<file path="src/rtl/sptq_pkg.sv">
// Package for the segment packing transmit queue: sizes, command codes,
// item and result types, store interface types and the ring slot table.
// No dependencies.
`default_nettype none

package sptq_pkg;

    localparam int QUEUE_SEGMENTS   = 16;
    localparam int SEGMENT_BYTES    = 1024;
    localparam int MAX_PACKET_BYTES = 252;
    localparam int HDR_BYTES        = 4;

    localparam int SEG_W  = 4;
    localparam int FILL_W = 5;
    localparam int SIZE_W = 11;
    localparam int CNT_W  = 8;

    localparam logic [7:0] PAD_MASK = 8'hFC;
    localparam logic [7:0] PAD_ADD  = 8'd3;

    localparam logic [2:0] CMD_ACQUIRE = 3'd0;
    localparam logic [2:0] CMD_COMMIT  = 3'd1;
    localparam logic [2:0] CMD_PEEK    = 3'd2;
    localparam logic [2:0] CMD_RELEASE = 3'd3;
    localparam logic [2:0] CMD_CLEAR   = 3'd4;

    typedef struct packed {
        logic [2:0] cmd;
        logic [7:0] packet_bytes;
        logic [3:0] commit_segment;
        logic       flush;
    } t_item;

    typedef struct packed {
        logic        granted;
        logic [3:0]  segment_index;
        logic [9:0]  message_offset;
        logic [7:0]  padded_bytes;
        logic        ready_res;
        logic [10:0] segment_bytes;
        logic [15:0] first_counter;
        logic [7:0]  message_count;
        logic [15:0] lost_count;
        logic [4:0]  level;
    } t_result;

    typedef struct packed {
        logic [SEG_W-1:0] sz;
        logic [SEG_W-1:0] unc;
        logic [SEG_W-1:0] msg;
    } t_store_raddr;

    typedef struct packed {
        logic [SIZE_W-1:0] sz;
        logic [CNT_W-1:0]  unc;
        logic [CNT_W-1:0]  msg;
    } t_store_rdata;

    typedef struct packed {
        logic              dec_en;
        logic [SEG_W-1:0]  dec_addr;
        logic [CNT_W-1:0]  dec_data;
        logic              clr_en;
        logic [SEG_W-1:0]  clr_addr;
        logic              upd_en;
        logic [SEG_W-1:0]  upd_addr;
        logic [SIZE_W-1:0] upd_size;
        logic [CNT_W-1:0]  upd_unc;
        logic [CNT_W-1:0]  upd_msg;
    } t_store_wr;

    // slot table: [ring size][linear index] -> index mod ring size
    typedef logic [QUEUE_SEGMENTS:0][31:0][SEG_W-1:0] t_slot_tbl;

    function automatic t_slot_tbl build_slot_tbl();
        t_slot_tbl t;
        int        m;
        t = '0;
        for (int r = 0; r <= QUEUE_SEGMENTS; r++) begin
            m = 0;
            for (int v = 0; v < 32; v++) begin
                t[r][v] = SEG_W'(m);
                m = m + 1;
                if (m >= r) begin
                    m = 0;
                end
            end
        end
        return t;
    endfunction

    localparam t_slot_tbl SLOT_TBL = build_slot_tbl();

endpackage

`default_nettype wire

</file>
<file path="src/rtl/segment_packing_tx_queue_unit.sv">
// Top level of the segment packing transmit queue: command and config
// registers, ring control core, segment store and result register.
// Depends on sptq_pkg, sptq_core and sptq_seg_store.
`default_nettype none

// Takes one command per clock: busy is never raised, so a command is taken at
// every edge where start is high. Its result is driven on o_result once the
// command has passed the command register and the result register, flagged by
// o_result_valid for a single cycle; it cannot be held off. Commands issued
// back to back see each other's effects in order, since the whole state update
// of one command is done combinationally between the command register and the
// result register. The ring size register accepts a write in every cycle and
// should only be changed with no command in flight.
module segment_packing_tx_queue_unit (
    input  wire                i_clk,
    input  wire                i_rst_n,
    input  wire                start,
    output logic               busy,
    input  sptq_pkg::t_item    i_item,
    output logic               o_result_valid,
    output sptq_pkg::t_result  o_result,
    input  wire                i_cfg_valid,
    output logic               o_cfg_ready,
    input  wire  [4:0]         i_cfg_data
);
    import sptq_pkg::*;

    logic [4:0]   r_seg_in_use;
    logic [4:0]   ring;
    logic         r_in_valid;
    t_item        r_item;
    logic         r_out_valid;
    t_result      r_result;
    t_store_raddr raddr;
    t_store_rdata rdata;
    t_store_wr    wr;
    t_result      result;

    assign busy           = 1'b0;
    assign o_cfg_ready    = 1'b1;
    assign o_result_valid = r_out_valid;
    assign o_result       = r_result;

    assign ring = (r_seg_in_use < 5'd2) ? 5'd2 :
                  (r_seg_in_use > 5'(QUEUE_SEGMENTS)) ? 5'(QUEUE_SEGMENTS) : r_seg_in_use;

    always_ff @(posedge i_clk) begin
        if (!i_rst_n) begin
            r_seg_in_use <= 5'd16;
            r_in_valid   <= 1'b0;
            r_out_valid  <= 1'b0;
        end else begin
            if (i_cfg_valid && o_cfg_ready) begin
                r_seg_in_use <= i_cfg_data;
            end
            r_in_valid  <= start && !busy;
            r_out_valid <= r_in_valid;
        end
    end

    always_ff @(posedge i_clk) begin
        if (start && !busy) begin
            r_item <= i_item;
        end
        r_result <= result;
    end

    sptq_core u_core (
        .i_clk    (i_clk),
        .i_rst_n  (i_rst_n),
        .i_valid  (r_in_valid),
        .i_item   (r_item),
        .i_ring   (ring),
        .i_rdata  (rdata),
        .o_raddr  (raddr),
        .o_wr     (wr),
        .o_result (result)
    );

    sptq_seg_store u_store (
        .i_clk   (i_clk),
        .i_rst_n (i_rst_n),
        .i_raddr (raddr),
        .i_wr    (wr),
        .o_rdata (rdata)
    );

endmodule

`default_nettype wire

</file>
<file path="src/rtl/sptq_seg_store.sv">
// Per-segment size, uncommitted and message count registers.
// One read address per field, decrement, clear and update writes.
// Depends on sptq_pkg.
`default_nettype none

module sptq_seg_store (
    input  wire                    i_clk,
    input  wire                    i_rst_n,
    input  sptq_pkg::t_store_raddr i_raddr,
    input  sptq_pkg::t_store_wr    i_wr,
    output sptq_pkg::t_store_rdata o_rdata
);
    import sptq_pkg::*;

    logic [SIZE_W-1:0] r_size [QUEUE_SEGMENTS];
    logic [CNT_W-1:0]  r_unc  [QUEUE_SEGMENTS];
    logic [CNT_W-1:0]  r_msg  [QUEUE_SEGMENTS];

    assign o_rdata.sz  = r_size[i_raddr.sz];
    assign o_rdata.unc = r_unc[i_raddr.unc];
    assign o_rdata.msg = r_msg[i_raddr.msg];

    // write priority: update over clear of a newly opened slot over decrement
    always_ff @(posedge i_clk) begin
        if (!i_rst_n) begin
            for (int i = 0; i < QUEUE_SEGMENTS; i++) begin
                r_size[i] <= '0;
                r_unc[i]  <= '0;
                r_msg[i]  <= '0;
            end
        end else begin
            if (i_wr.dec_en) begin
                r_unc[i_wr.dec_addr] <= i_wr.dec_data;
            end
            if (i_wr.clr_en) begin
                r_size[i_wr.clr_addr] <= '0;
                r_unc[i_wr.clr_addr]  <= '0;
                r_msg[i_wr.clr_addr]  <= '0;
            end
            if (i_wr.upd_en) begin
                r_size[i_wr.upd_addr] <= i_wr.upd_size;
                r_unc[i_wr.upd_addr]  <= i_wr.upd_unc;
                r_msg[i_wr.upd_addr]  <= i_wr.upd_msg;
            end
        end
    end

endmodule

`default_nettype wire

</file>
<file path="src/rtl/sptq_core.sv">
// Ring control: read pointer, fill count, open flag, lost and tx counters,
// and the per-command decisions that drive the segment store and the result.
// Depends on sptq_pkg.
`default_nettype none

module sptq_core (
    input  wire                    i_clk,
    input  wire                    i_rst_n,
    input  wire                    i_valid,
    input  sptq_pkg::t_item        i_item,
    input  wire  [4:0]             i_ring,
    input  sptq_pkg::t_store_rdata i_rdata,
    output sptq_pkg::t_store_raddr o_raddr,
    output sptq_pkg::t_store_wr    o_wr,
    output sptq_pkg::t_result      o_result
);
    import sptq_pkg::*;

    logic [SEG_W-1:0]  r_rp,   n_rp;
    logic [FILL_W-1:0] r_fill, n_fill;
    logic              r_open, n_open;
    logic [15:0]       r_lost, n_lost;
    logic [15:0]       r_tx,   n_tx;

    logic [FILL_W-1:0] idx_open;
    logic [FILL_W-1:0] idx_new;
    logic [SEG_W-1:0]  open_slot;
    logic [SEG_W-1:0]  new_slot;
    logic [SEG_W-1:0]  rp_inc;
    logic              full;
    logic              pb_ok;
    logic [8:0]        pb_sum;
    logic [7:0]        padded;
    logic [8:0]        msg_len;
    logic              fits;
    logic              grant;
    logic [SIZE_W-1:0] base_size;
    logic [CNT_W-1:0]  base_unc;
    logic [CNT_W-1:0]  base_msg;
    logic              peek_flush;
    logic              do_open_next;

    assign idx_open  = {1'b0, r_rp} + r_fill - FILL_W'(1);
    assign idx_new   = {1'b0, r_rp} + r_fill;
    assign open_slot = SLOT_TBL[i_ring][idx_open];
    assign new_slot  = SLOT_TBL[i_ring][idx_new];
    assign rp_inc    = (({1'b0, r_rp} + FILL_W'(1)) >= i_ring) ? '0 : r_rp + SEG_W'(1);
    assign full      = r_fill >= i_ring;

    assign pb_ok   = (i_item.packet_bytes != 8'd0)
                   && (i_item.packet_bytes <= 8'(MAX_PACKET_BYTES));
    assign pb_sum  = {1'b0, i_item.packet_bytes} + {1'b0, PAD_ADD};
    assign padded  = pb_sum[7:0] & PAD_MASK;
    assign msg_len = {1'b0, padded} + 9'(HDR_BYTES);
    assign fits    = r_open
                   && (({1'b0, i_rdata.sz} + {3'b0, msg_len}) <= 12'(SEGMENT_BYTES));
    assign grant   = pb_ok && (fits || !full);

    assign base_size = fits ? i_rdata.sz  : '0;
    assign base_unc  = fits ? i_rdata.unc : '0;
    assign base_msg  = fits ? i_rdata.msg : '0;

    assign peek_flush = (r_fill == FILL_W'(1)) && (i_rdata.sz != '0) && i_item.flush;

    always_comb begin
        o_raddr.sz  = (i_item.cmd == CMD_PEEK) ? r_rp : open_slot;
        o_raddr.msg = (i_item.cmd == CMD_PEEK) ? r_rp : open_slot;
        case (i_item.cmd)
            CMD_COMMIT: o_raddr.unc = i_item.commit_segment;
            CMD_PEEK:   o_raddr.unc = r_rp;
            default:    o_raddr.unc = open_slot;
        endcase
    end

    always_comb begin
        n_rp         = r_rp;
        n_fill       = r_fill;
        n_open       = r_open;
        n_lost       = r_lost;
        n_tx         = r_tx;
        do_open_next = 1'b0;
        o_wr         = '0;
        o_result     = '0;

        if (i_valid) begin
            case (i_item.cmd)
                CMD_ACQUIRE: begin
                    if (pb_ok) begin
                        do_open_next = !fits;
                        if (grant) begin
                            o_result.granted        = 1'b1;
                            o_result.segment_index  = fits ? open_slot : new_slot;
                            o_result.message_offset = base_size[9:0];
                            o_result.padded_bytes   = padded;
                            o_wr.upd_en   = 1'b1;
                            o_wr.upd_addr = fits ? open_slot : new_slot;
                            o_wr.upd_size = base_size + {2'b0, msg_len};
                            o_wr.upd_unc  = (base_unc != 8'hFF) ? base_unc + 8'd1 : base_unc;
                            o_wr.upd_msg  = (base_msg != 8'hFF) ? base_msg + 8'd1 : base_msg;
                        end else if (r_lost != 16'hFFFF) begin
                            n_lost = r_lost + 16'd1;
                        end
                    end
                end
                CMD_COMMIT: begin
                    o_wr.dec_en   = i_rdata.unc != '0;
                    o_wr.dec_addr = i_item.commit_segment;
                    o_wr.dec_data = i_rdata.unc - 8'd1;
                    do_open_next  = i_item.flush && r_open && (i_rdata.sz != '0);
                end
                CMD_PEEK: begin
                    o_result.lost_count    = r_lost;
                    o_result.segment_index = r_rp;
                    n_lost = '0;
                    if (r_fill != '0) begin
                        do_open_next = peek_flush;
                        if ((r_fill > FILL_W'(1) || peek_flush)
                                && (i_rdata.unc == '0) && (i_rdata.sz != '0)) begin
                            o_result.ready_res     = 1'b1;
                            o_result.segment_bytes = i_rdata.sz;
                            o_result.first_counter = r_tx;
                            o_result.message_count = i_rdata.msg;
                            n_tx = r_tx + {8'd0, i_rdata.msg};
                        end
                    end
                end
                CMD_RELEASE: begin
                    if (r_fill != '0) begin
                        n_rp   = rp_inc;
                        n_fill = r_fill - FILL_W'(1);
                        if (r_fill == FILL_W'(1)) begin
                            n_open = 1'b0;
                        end
                    end
                end
                CMD_CLEAR: begin
                    n_rp   = '0;
                    n_fill = '0;
                    n_open = 1'b0;
                end
                default: begin
                end
            endcase

            if (do_open_next) begin
                if (full) begin
                    n_open = 1'b0;
                end else begin
                    n_fill        = r_fill + FILL_W'(1);
                    n_open        = 1'b1;
                    o_wr.clr_en   = 1'b1;
                    o_wr.clr_addr = new_slot;
                end
            end
        end

        o_result.level = n_fill;
    end

    always_ff @(posedge i_clk) begin
        if (!i_rst_n) begin
            r_rp   <= '0;
            r_fill <= FILL_W'(1);
            r_open <= 1'b1;
            r_lost <= '0;
            r_tx   <= '0;
        end else begin
            r_rp   <= n_rp;
            r_fill <= n_fill;
            r_open <= n_open;
            r_lost <= n_lost;
            r_tx   <= n_tx;
        end
    end

endmodule

`default_nettype wire

</file>
<file path="config.mk">
export PLATFORM = sky130hd
export DESIGN_NAME = segment_packing_tx_queue_unit
export DESIGN_NICKNAME = d
export VERILOG_FILES = /design/src/rtl/sptq_pkg.sv /design/src/rtl/segment_packing_tx_queue_unit.sv /design/src/rtl/sptq_seg_store.sv /design/src/rtl/sptq_core.sv
export SDC_FILE = /design/constraint.sdc
export NUM_CORES = 1
export LEC_CHECK = 0
export BUFFER_PORTS_ARGS = -buffer_cell sky130_fd_sc_hd__buf_4
export CAP_MARGIN = 15
export CORE_UTILIZATION = 30
export CTS_CLUSTER_SIZE = 40
export DETAILED_ROUTE_END_ITERATION = 6
export MAX_ROUTING_LAYER = met4
export PLACE_DENSITY_LB_ADDON = 0.2
export SLEW_MARGIN = 20
export SYNTH_ARGS = -nofsm -noshare
export SYNTH_HDL_FRONTEND = slang
export SYNTH_SLANG_ARGS = --single-unit
</file>
<file path="constraint.sdc">
create_clock -name i_clk -period 25 [get_ports i_clk]
set_input_delay 1.25 -clock i_clk [delete_from_list [all_inputs] [get_ports i_clk]]
set_output_delay 1.25 -clock i_clk [all_outputs]
set_load 0.02 [all_outputs]
</file>
==> impl_results.md <==
- Drt first pass iters: 6
- Rel. slew slack: 17.8%
- Final Core Density: 34.7%
- Area grow syn2layout: 14.0%
- Setup crit end kind: flop
- Worst setup path endpoint: u_store.r_size[13][10]$_SDFFCE_PN0P_
- Placed cell areas: 35500 µm²
- Die Area: 112000 µm²
- Peak supply drop: 57.3 µV
- Final max-slew violation count: 0
- Final Cycle Share: 49.8%
- Worst slack, placed: 12830 ps
- Skew final: 40.1 ps
- Final worst slack: 12550 ps
- CP Class: reg2reg
- Final Net Count: 3572
- Compound-Gate Fraction of Synth Area: 14.9%
- Most used cell, CP: nor2_1
- Critical path origin: u_core.r_fill[0]$_SDFF_PN1_
- Synth async-reset ratio: 0%
- Reg2reg end: u_store.r_size[13][10]$_SDFFCE_PN0P_
- Setup bufs post-CTS: 0
- Post-Syn Area: 33200 µm²
- Total Routing Usage GR: 22.2%
- HP Class: reg2reg
- Global-route wire length before repair: 181000 µm
- Xor/xnor share of the synthesized area: 1.67%
- H-tree Lvls: 3
- Largest net degree at the start of global routing: 81
- Clock tree from TritonCTS: built
- Arr. time, crit path: 12910 ps
- Placer congestion estimate: 0.934
- Clock buffer depth: 3
- I/O pins: 108
- Input/output buffers: 103
- Fillers: 11.3k
- Unrepaired setup endpoints after global routing: no
- Sink Count: 575
- Largest family of logic cells by synthesized area: simple AND/OR/NAND/NOR gates
- Register-to-register path setup slack: 12550 ps
- Post-layout minimum cycle time: 12450 ps
- Final wirelength: 123000 µm
- Synth Warn #: 0
- CP Data Required Time: 25470 ps
- Number of global-route vias before repair: 26.6k
- Simple-gate share of the synthesized area: 20.8%
- Hold Slack: 479 ps
- Die height: 335 µm
- CTS Root Cell: clkbuf_16
- Setup crit start kind: flop
- Largest stage delay, worst path: 740 ps
- CTS Hold Buffers Added: 0
- Post-route ant nets: 0
- Dpl hpwl: 80900 µm
- Syn_area_per_cell: 9.56 µm²
- Worst skew pair latency: 650 ps
- Vias per Instance: 5.55
- Initial Utilization: 30.4%
- Leak: 0.0133 µW
- Layout cells sized above 1: 16.6%
- Fin area: 37900 µm²
- Main synth FF type: edfxtp_1
- Iter 0 DRT Violations: 2850
- Die Wd: 335 µm
- Flops & latches, synth: 575
- GR Overflow Total: 0
- Register area share after synthesis: 44.3%
- Post-Synthesis Cells: 3477
- Fmax: 0.0803 GHz
- Row cnt: 121
- CP max-delay cell: buf_4
- Slew @ Worst Pin: 1200 ps
- Adder-Cell Fraction of Synth Area: 2.38%
- Status: finished clean
- Worst reg2reg path startpoint: u_core.r_fill[0]$_SDFF_PN1_
- Worst Path Max Fanout: 67
- Core area: 109000 µm²
- Final-report hold violation count: 0
- Mux cell area share after synthesis: 11.5%
- Post-synth EDFFs: 320
- Clock transition at path regs: 60 ps
- DRC violations left: 0
- Post-CTS resize count: 0
- Cell variety after synth: 123
- Vias: 27.9k
- Num CTS Buffers: 72
- Initial antenna violation count: 4
- R2r worst-path depth: 42
- Max_cap viols: 0
- PwrDens: 80.4 nW/µm²
- Drt wl/cell: 24.5 µm
- Setup_tns: 0 ps
- # setup viols final: 0
==> Yosys cell counts (21+ instances only) <==
cell	n	area, µm²
nor2_1	541	2030
nand2_1	386	1450
edfxtp_1	320	9610
dfxtp_1	255	5100
mux2i_1	169	1690
clkbuf_1	156	586
a21oi_1	155	776
o21ai_0	118	591
mux2_2	116	1310
nand3_1	93	465
nor3_1	65	325
buf_2	62	310
inv_1	58	218
ha_1	56	701
o211ai_1	56	420
nand3b_1	53	398
and2_1	45	282
nor4_1	41	257
nor2b_1	40	250
xnor2_1	34	298
and3_1	28	175
mux4_2	28	631
nand2b_1	27	169
a31oi_1	25	156
buf_4	25	188
a211oi_1	23	173
buf_1	23	86.3
or3_1	21	131
==> stage by stage <==
| step | std cells | total power, µW |
|---|---|---|
| floorplan | 3479 | 1690 |
| global placement | 4886 | 2010 |
| detailed placement | 4888 | 2010 |
| CTS | 5019 | 3070 |
| global route | 5022 | 3180 |
| finish | 5022 | 3050 |
==> report_power, final <==
group	total (µW)	internal [µW]	switching [µW]
logic	965	304	661
clock network	1050	605	440
registers	1040	1020	16.1
==> layout by cell type, fill, tap and decap left out, types with 56 or more instances in the layout <==
cell       instances
nand3_1           93
mux2i_1          169
edfxtp_1         320
inv_1             57
dfxtp_1          252
a21oi_1          155
o211ai_1          56
clkbuf_16         77
nor2_1           536
nor3_1            64
nand2_1          385
mux2_2           116
o21ai_0          118
buf_4            205
==> sequential cells by signal, indices dropped and copies added, names as in the netlist <==
signal          cells
u_core.r_rp         4
u_core.r_fill       5
r_in_valid          1
u_store.r_msg     128
o_result_valid      1
u_core.r_open       1
u_core.r_lost      16
u_core.r_tx        16
u_store.r_size    176
u_store.r_unc     128
o_result           78
r_item             16
r_seg_in_use        5
==> cell families (layout without fill, tap and decap cells) <==
family                     Yosys count  in the layout
xor gates and xnor gates            56             56
adders and majority gates           61             61
and+or+nand+nor                   1441           1441
AOI/OAI and AO/OA                  675            675
other                                2              6
DFF                                575            575
buffers and inverters              336            401
muxes                              331            331
==> how the worst min path moves through the flow <==
stage	start	end	slack [ps]	depth (start not counted)
2_1_floorplan	u_core.r_tx[15]$_SDFFE_PN0P_	o_result[44]$_SDFF_PN0_	440	1
3_3_place_gp	u_core.r_tx[15]$_SDFFE_PN0P_	u_core.r_tx[15]$_SDFFE_PN0P_	460	2
3_5_place_dp	u_core.r_tx[15]$_SDFFE_PN0P_	u_core.r_tx[15]$_SDFFE_PN0P_	470	2
4_1_cts	u_core.r_tx[15]$_SDFFE_PN0P_	u_core.r_tx[15]$_SDFFE_PN0P_	480	2
5_1_grt	u_store.r_unc[8][2]$_SDFFE_PP0P_	u_store.r_unc[8][2]$_SDFFE_PP0P_	500	2
6_report	u_core.r_tx[15]$_SDFFE_PN0P_	u_core.r_tx[15]$_SDFFE_PN0P_	480	2
==> cell type report <==
cell class	instances	area (µm²)	share of cell area, %
antenna	2	5.00	0.0132
clock buffer	96	2060	5.43
clock inverter	35	292	0.769
multi-input combinational	2568	17200	45.3
timing repair buffer	208	1580	4.16
inverter	62	233	0.614
sequential	575	14700	38.8
tap	1476	1850	4.87
==> critical path, delay by kind of cell, from the launching register on <==
kind                     cells  cell delay (ps)
multiplexers                 1              280
flip-flops                   1              410
adder cells (fa/ha/maj)      7             2680
AO/OA/AOI/OAI               15             3490
buffers and inverters        5             2510
AND/OR/NAND/NOR             13             2620
XOR/XNOR                     1              170
==> metal layers <==
layer / GRT usage (%) / vias up / routed length [µm]
li1: - / 12705 / -
met1: 29.5 / 13745 / 54600
met2: 33.9 / 1174 / 55300
met3: 3.97 / 238 / 9190
met4: 7.18 / 0 / 3840
met5: - / - / 0
No activity file was read; power rests on OpenSTA's default activity.
